==> src/hw/rtl/sbic_ram.sv <==
`default_nettype none
// ----------------------------------------------------------------------------
// sbic_ram
// generic single-write, single-read memory with registered read data
// ----------------------------------------------------------------------------
module sbic_ram #(
  parameter int WIDTH = 8,
  parameter int DEPTH = 16,
  localparam int AW = $clog2(DEPTH)
) (
  input  wire logic             clk,
  input  wire logic             we,
  input  wire logic [AW-1:0]    waddr,
  input  wire logic [WIDTH-1:0] wdata,
  input  wire logic [AW-1:0]    raddr,
  output logic      [WIDTH-1:0] rdata
);

  logic [WIDTH-1:0] mem [DEPTH];

  always_ff @(posedge clk) begin
    if (we) begin
      mem[waddr] <= wdata;
    end
    rdata <= mem[raddr];
  end

endmodule
`default_nettype wire

==> config.mk <==
export PLATFORM = sky130hd
export DESIGN_NAME = sbic_ram
export DESIGN_NICKNAME = d
export VERILOG_FILES = /design/src/hw/rtl/sbic_ram.sv
export SDC_FILE = /design/constraint.sdc
export NUM_CORES = 1
export LEC_CHECK = 0
export BUFFER_PORTS_ARGS = -buffer_cell sky130_fd_sc_hd__buf_4
export CORE_MARGIN = 1.5
export CORE_UTILIZATION = 40
export DETAILED_ROUTE_END_ITERATION = 12
export GPL_ROUTABILITY_DRIVEN = 0
export PLACE_DENSITY_LB_ADDON = 0.25
export SYNTH_ARGS = -nofsm -noshare
export SYNTH_HDL_FRONTEND = slang
export SYNTH_SLANG_ARGS = --single-unit
==> constraint.sdc <==
create_clock -name clk -period 2 [get_ports clk]
set_clock_uncertainty 0.2 [all_clocks]
set_input_delay 0.4 -clock clk [delete_from_list [all_inputs] [get_ports clk]]
set_output_delay 0.4 -clock clk [all_outputs]
set_load 0.01 [all_outputs]
==> results.md, run 1 <==
* Startpoint types: input port
* FP Rows at 41
* Post-Syn Nets at 247
* Layout Area Growth over Synthesis at 21.9%
* Mapped Avg Cell Area at 22.5 µm²
* Commonest non-fill, non-tap cells in the layout: edfxtp_1, buf_4, mux4_2
* Fin nets at 306
* Initial antenna violation count at 0
* CTS Root Cell: clkbuf_16
* Vias/cell at 5.07
* PortBufs at 25
* Die Height at 116 µm
* Post-cts resize count at 0
* Arrival @ worst endpoint at 1730 ps
* Core Box Area at between 10000 and 15000 µm²
* Min cycle time layout at around 1600 ps
* Setup bufs post-CTS at 0
* Vias in the first global route at approximately 2.5k
* Latest clock arrival within the worst-skew pair at between 400 and 500 ps
* Yosys reg bits at 136
* Slew @ Worst Pin at 778 ps
* DRC errors left at 0
* Count of cell types in the netlist at 19
* Min-delay worst type: input port to flop
* WS Path Type: input port to flop
* Synthesized instance count at 229
* Worst VDD drop at a little over 600 µV
* Pleak at 2.14 nW
* Fin Setup TNS at 0 ps
* Total count of hold-check failures in the final report at 0
* Detailed Route WL at around 9700 µm
* Diodes inserted at 0
* Die area at 13600 µm²
* # IOs at 26
* Ys Warns at 0
* Pwr Total at 6.49 mW
* Reg2Reg Setup Slack at 390 ps
* # hold bufs at CTS at 0
* Total CTS buffers at 17
* Setup violations, final at 0
* Initial Utilization at 0.410
* Chip width at 116 µm
* Run status: finished, final reports clean
* Global route overflow at 0
* Clock Path Buffers at 2
* Total track usage at 0.165
* Fmax at 0.611 GHz
* Vias at 2398
* Crit end category: flop
* Dpl hpwl at 6450 µm
* Commonest non-fill, non-tap cell in the layout: edfxtp_1
* Max cap viols at 0
* CTS tree: built
* Share of cells above drive strength 1 at 0.312
* Wirelength per Cell at approximately 20 µm
* Seq/Total Area, Yosys at 0.778
* Final critical-path share of the clock period at 0.818
* H-tree depth at 4
* PwrDens at 1030 nW/µm²
* Pins Over Slew Limit at 0
* Post-synthesis cell area at 5150 µm²
* Reg clk slew, reported paths at ~50 ps
* Clock sink count at ~140
* DRT antenna net count at 0
* Required time worst endpoint at 2100 ps
* RSZ-0062 raised after global routing: false
* Largest net degree at the start of global routing at 21
* DRT iter0 DRCs at 175
* Relative slew slack at 0.481
* Global-route wire length before repair at 14800 µm
* Drt pass-1 iters at 4
* CP max FO at 6
-- cells in the mapped netlist --
library cell / instances / area share
and2b_1: 1 / 0.0015
buf_6: 3 / 0.0066
or3b_2: 1 / 0.0017
nor2_1: 13 / 0.0095
dfxtp_1: 8 / 0.031
nand3_1: 1 / 0.00097
mux4_2: 18 / 0.079
nand2b_1: 2 / 0.0024
nand2_1: 9 / 0.0066
a22oi_1: 16 / 0.023
and2_1: 1 / 0.0012
edfxtp_1: 128 / 0.75
buf_4: 1 / 0.0015
nand3b_1: 2 / 0.0029
buf_2: 3 / 0.0029
nor2b_1: 1 / 0.0012
mux4_1: 14 / 0.071
clkdlybuf4s25_2: 3 / 0.0058
nor3_1: 4 / 0.0039
-- final timing paths --
| path | start | cells after the start | end |
|---|---|---|---|
| max | raddr[0] | 5 | rdata[3] |
| min | wdata[6] | 1 | mem[7][6] |
| max reg2reg | mem[1][3] | 3 | rdata[3] |
| min reg2reg | mem[7][2] | 3 | rdata[2] |
-- routing by layer --
layer	GRT usage	vias up	part of all wire
met1	0.211	1233	0.44
met2	0.258	56	0.50
met4	0.0707	0	0.019
met3	0.0560	13	0.046
met5	0	-	0
li1	-	1096	-
-- critical path, cell delays in order --
cell     delay (ps)
buf_4           150
buf_4           190
mux4_1          570
a22oi_1         330
nand2_1          80
-- logic make-up after synthesis --
family | count (synthesis) | synth area share
multiplexers | 32 | 0.150
AO/OA/AOI/OAI | 16 | 0.0233
AND/OR/NAND/NOR | 35 | 0.0318
flip-flops | 136 | 0.778
buffers and inverters | 10 | 0.0168
-- metrics by stage --
stage | hold WS [ps] | instance area [µm²] | utilization | worst slack [ps] | cells
floorplan | 299 | 5150 | - | 134 | 229
global placement | 454 | 5710 | 0.454 | -38.6 | 441
detailed placement | 459 | 5710 | 0.454 | -60.7 | 441
CTS | 84.5 | 6270 | 0.499 | 384 | 473
global route | 97.2 | 6270 | 0.499 | 311 | 473
finish | 98.5 | 6270 | 0.499 | 364 | 473
-- area by class of cell --
| class | instances | area (µm²) |
|---|---|---|
| Multi-Input combinational cell | 83 | 1060 |
| Clock inverter | 4 | 70.1 |
| Timing Repair Buffer | 50 | 425 |
| Clock buffer | 28 | 497 |
| Tap cell | 172 | 215 |
| Sequential cell | 136 | 4000 |
| Fill cell | 1016 | 6290 |
-- where the power goes --
group          internal (mW)  total [mW]  switching (mW)
registers               3.19        3.21          0.0197
logic                  0.158       0.328           0.171
clock network           1.93        2.95            1.02
-- sequential cells by signal, summed over array words and instances (netlist names) --
| register | flops |
|---|---|
| rdata | 8 |
| mem | 128 |
No activity file was read; power rests on OpenSTA's default activity.
==> inputs of run 2 (changes only) <==
--- a/config.mk
+++ b/config.mk
@@ -5,6 +5,7 @@
 export SDC_FILE = /design/constraint.sdc
 export NUM_CORES = 1
 export LEC_CHECK = 0
+export ABC_AREA = 1
 export BUFFER_PORTS_ARGS = -buffer_cell sky130_fd_sc_hd__buf_4
 export CORE_MARGIN = 1.5
 export CORE_UTILIZATION = 40
==> constraint.sdc (replaced) <==
create_clock -name clk -period 1.4 [get_ports clk]
set_clock_uncertainty 0.2 [all_clocks]
set_input_delay 0.28 -clock clk [delete_from_list [all_inputs] [get_ports clk]]
set_output_delay 0.28 -clock clk [all_outputs]
set_load 0.01 [all_outputs]
==> results.md, run 2 <==
* Ordered list of cells on the worst path: buf_4
* Yosys reg bits at 136 (unchanged)
* Vias/cell at 4.81 (-5.1%)
* List of most frequent post-synthesis cells: nand2_1, edfxtp_1, inv_1
* Sequential power share at 0.494 (about the same)
* CP max FO at 1 (-5)
* Global route overflow at 0 (unchanged)
* Mapped Avg Cell Area at 10.5 µm² (-53%)
* Synth area leaders: edfxtp_1, nand2_1, nand3_1
* Diodes inserted at 0 (unchanged)
* Worst path bufs/invs at 1 (-1)
* Chip width at 123 µm (+5.7%)
* Setup bufs post-CTS at 0 (unchanged)
* Final instance area at 6830 µm² (+8.9%)
* Max cap viols at 0 (unchanged)
* # IOs at 26 (unchanged)
* Worst VDD drop at 784 µV (+26%)
* DRT antenna net count at 0 (unchanged)
* Comb power frac at 0.067 (+0.016)
* Layout Cells excl Fill at 790 (+67%)
* Ys async rst share at 0 (unchanged)
* R2R cell count at 6 (+3)
* Total track usage at 0.192 (+0.0273)
* Clock Path Buffers at 2 (unchanged)
* Core Box Area at 14000 µm² (+11%)
* Primary FF master, synth: edfxtp_1
* Commonest non-fill, non-tap cells in the layout: nand2_1, edfxtp_1, inv_1
* Area share of the largest cell type after synthesis at 0.667 (-0.0802)
* Arrival @ worst endpoint at 870 ps (-860 ps)
* WS Path Type: flop to primary output
* Post-synthesis mux area share at 0 (-0.150)
* Largest area contributor in the netlist: edfxtp_1
* Run status: finished, final reports clean
* Critical hold path startpoint: wdata[3]
* CTS Root Cell: clkbuf_16
* Total CTS buffers at 17 (unchanged)
* Slowest cell delay on critical path at 340 ps (-230 ps)
* Initial Utilization at 0.412 (+0.00270)
* Relative slew slack at 0.730 (+0.249)
* Most frequent cell after synthesis: nand2_1
* Ys Warns at 0 (unchanged)
* Detailed Route WL at 13000 µm (+35%)
* Sw frac at 0.207 (+0.0208)
* Biggest regs: mem: 128 flops, rdata: 8 flops
* CP max-delay cell: dfxtp_1
* Pwr Total at 9.27 mW (+43%)
* Max FFs per register at 128 (unchanged)
* Wirelength per Cell at 16.5 µm (-19%)
* PwrDens at 1360 nW/µm² (+31%)
* Post-cts resize count at 0 (unchanged)
* Layout Area Growth over Synthesis at 18.4%
* Drt pass-1 iters at 5 (+1)
* Clock sink count at 136 (unchanged)
* Total count of hold-check failures in the final report at 0 (unchanged)
* DRT iter0 DRCs at 244 (+39%)
* Post-synthesis cell area at 5770 µm² (+12%)
* Worst path top cell family by delay: flip-flops
* Synthesized instance count at 551 (+140%)
* H-tree depth at 4 (unchanged)
* XOR/XNOR Fraction of Synth Area at 0 (unchanged)
* Dpl cells at 756 (+71%)
* Hold path depth at 1 (unchanged)
* Int Power at 7.35 mW (+39%)
* Final critical-path share of the clock period at 0.967
* Global-route wire length before repair at 20400 µm (+38%)
* Simple-gate area share of the yosys netlist at 0.210 (+0.179)
* Die Height at 123 µm (+5.7%)
* Pins Over Slew Limit at 0 (unchanged)
* Die area at 15100 µm² (+12%)
* DRC errors left at 0 (unchanged)
* Worst flop-to-flop path endpoint: rdata[4]
* Min-delay worst type: input port to flop
* Initial antenna violation count at 0 (unchanged)
* Startpoint types: flop
* P_sw at 1.92 mW (+59%)
* Reg clk slew, reported paths at 60 ps (about the same)
* Vias at 3800 (+58%)
* Min cycle time layout at 1350 ps
* Crit end category: primary output
* Latest clock arrival within the worst-skew pair at 420 ps (about the same)
* Hold path endpoint: mem[14][3]
* Count of cell types in the netlist at 12 (-7)
* Post-Synth Adder-Cell Area at 0 (unchanged)
* Seq/Total Area, Yosys at 0.694 (-0.0835)
* Setup violations, final at 0 (unchanged)
* CTS tree: built
* Slew @ Worst Pin at 404 ps (-374 ps)
* Post-synth EDFFs at 128 (unchanged)
* PortBufs at 25 (unchanged)
* Fin Setup TNS at 0 ps (unchanged)
* Share of cells above drive strength 1 at 0.123 (-0.189)
* Vias in the first global route at 3838 (+55%)
* Post-Syn Nets at 569 (+130%)
* Hold_ws at 20.5 ps (-78.0 ps)
* Dpl hpwl at 8190 µm (+27%)
* Commonest non-fill, non-tap cell in the layout: nand2_1
* Required time worst endpoint at 920 ps (-1180 ps)
* Main combinational cell family by area after synthesis: simple AND/OR/NAND/NOR gates
* Fin nets at 615 (+100%)
* Largest net degree at the start of global routing at 65 (+210%)
* Top reg by flops: mem
* Compound-Gate Fraction of Synth Area at 0 (-0.0233)
* Post-DP Area at 6270 µm² (+9.8%)
* RSZ-0062 raised after global routing: false
* Clock share of power at 0.439 (-0.016)
* Reg2Reg Setup Slack at 190 ps (-200 ps)
* R2r startpoint: mem[5][4]
* Fmax at 0.738 GHz
* FP Rows at 43 (+4.9%)
* Pleak at 2.96 nW (+38%)
==> run 2: power by group through the flow <==
stage | sequential [mW] | combinational, mW | clock [mW]
after floorplan | 4.67 | 0.321 | 0
after global placement | 4.66 | 0.615 | 0
after detailed placement | 4.66 | 0.622 | 0
after CTS | 4.58 | 0.630 | 4.15
after global routing | 4.59 | 0.687 | 4.31
final | 4.58 | 0.620 | 4.07
==> run 2: what timing repair did <==
action,4_1_cts,5_1_grt
hold buffers,2,0
endpoints found under the hold margin,7,0
endpoints found under the setup margin,0,0
==> run 2: layer usage <==
layer  wire, µm  vias to the layer above  global-route usage
met5          0                        -                   0
met4        451                        0              0.0977
met3        748                       31              0.0521
met2       6450                      100               0.312
met1       5350                     1807               0.236
li1           -                     1862                   -
==> run 2: layout make-up <==
cell class | count | area (µm²)
multi-input cells | 289 | 1210
well taps | 180 | 225
clock buffers | 28 | 497
clock inverters | 4 | 45.0
repair buffers | 51 | 463
fillers | 1274 | 7160
flip-flops and latches | 136 | 4000
inverters | 102 | 383
==> run 2: cells by family (layout without fill, tap and decap cells) <==
group / count (synthesis) / after routing
simple gates: 289 / 289
flops: 136 / 136
buf+inv: 126 / 185
==> run 2: worst max path at each step <==
stage	from	to	slack [ps]	cells after the start
global route	rdata[0]	rdata[0]	10	1
finish	rdata[3]	rdata[3]	50	1
floorplan	waddr[3]	mem[4][0]	-30	2
CTS	rdata[3]	rdata[3]	20	1
detailed placement	raddr[0]	rdata[1]	-150	8
global placement	raddr[0]	rdata[1]	-160	8
==> run 2: metrics by stage <==
| stage | utilization | setup WS (ps) |
|---|---|---|
| floorplan | - | -30.8 |
| finish | 0.488 | 45.9 |
| detailed placement | 0.448 | -154 |
| CTS | 0.488 | 17.3 |
| global route | 0.488 | 12.2 |
| global placement | 0.448 | -160 |
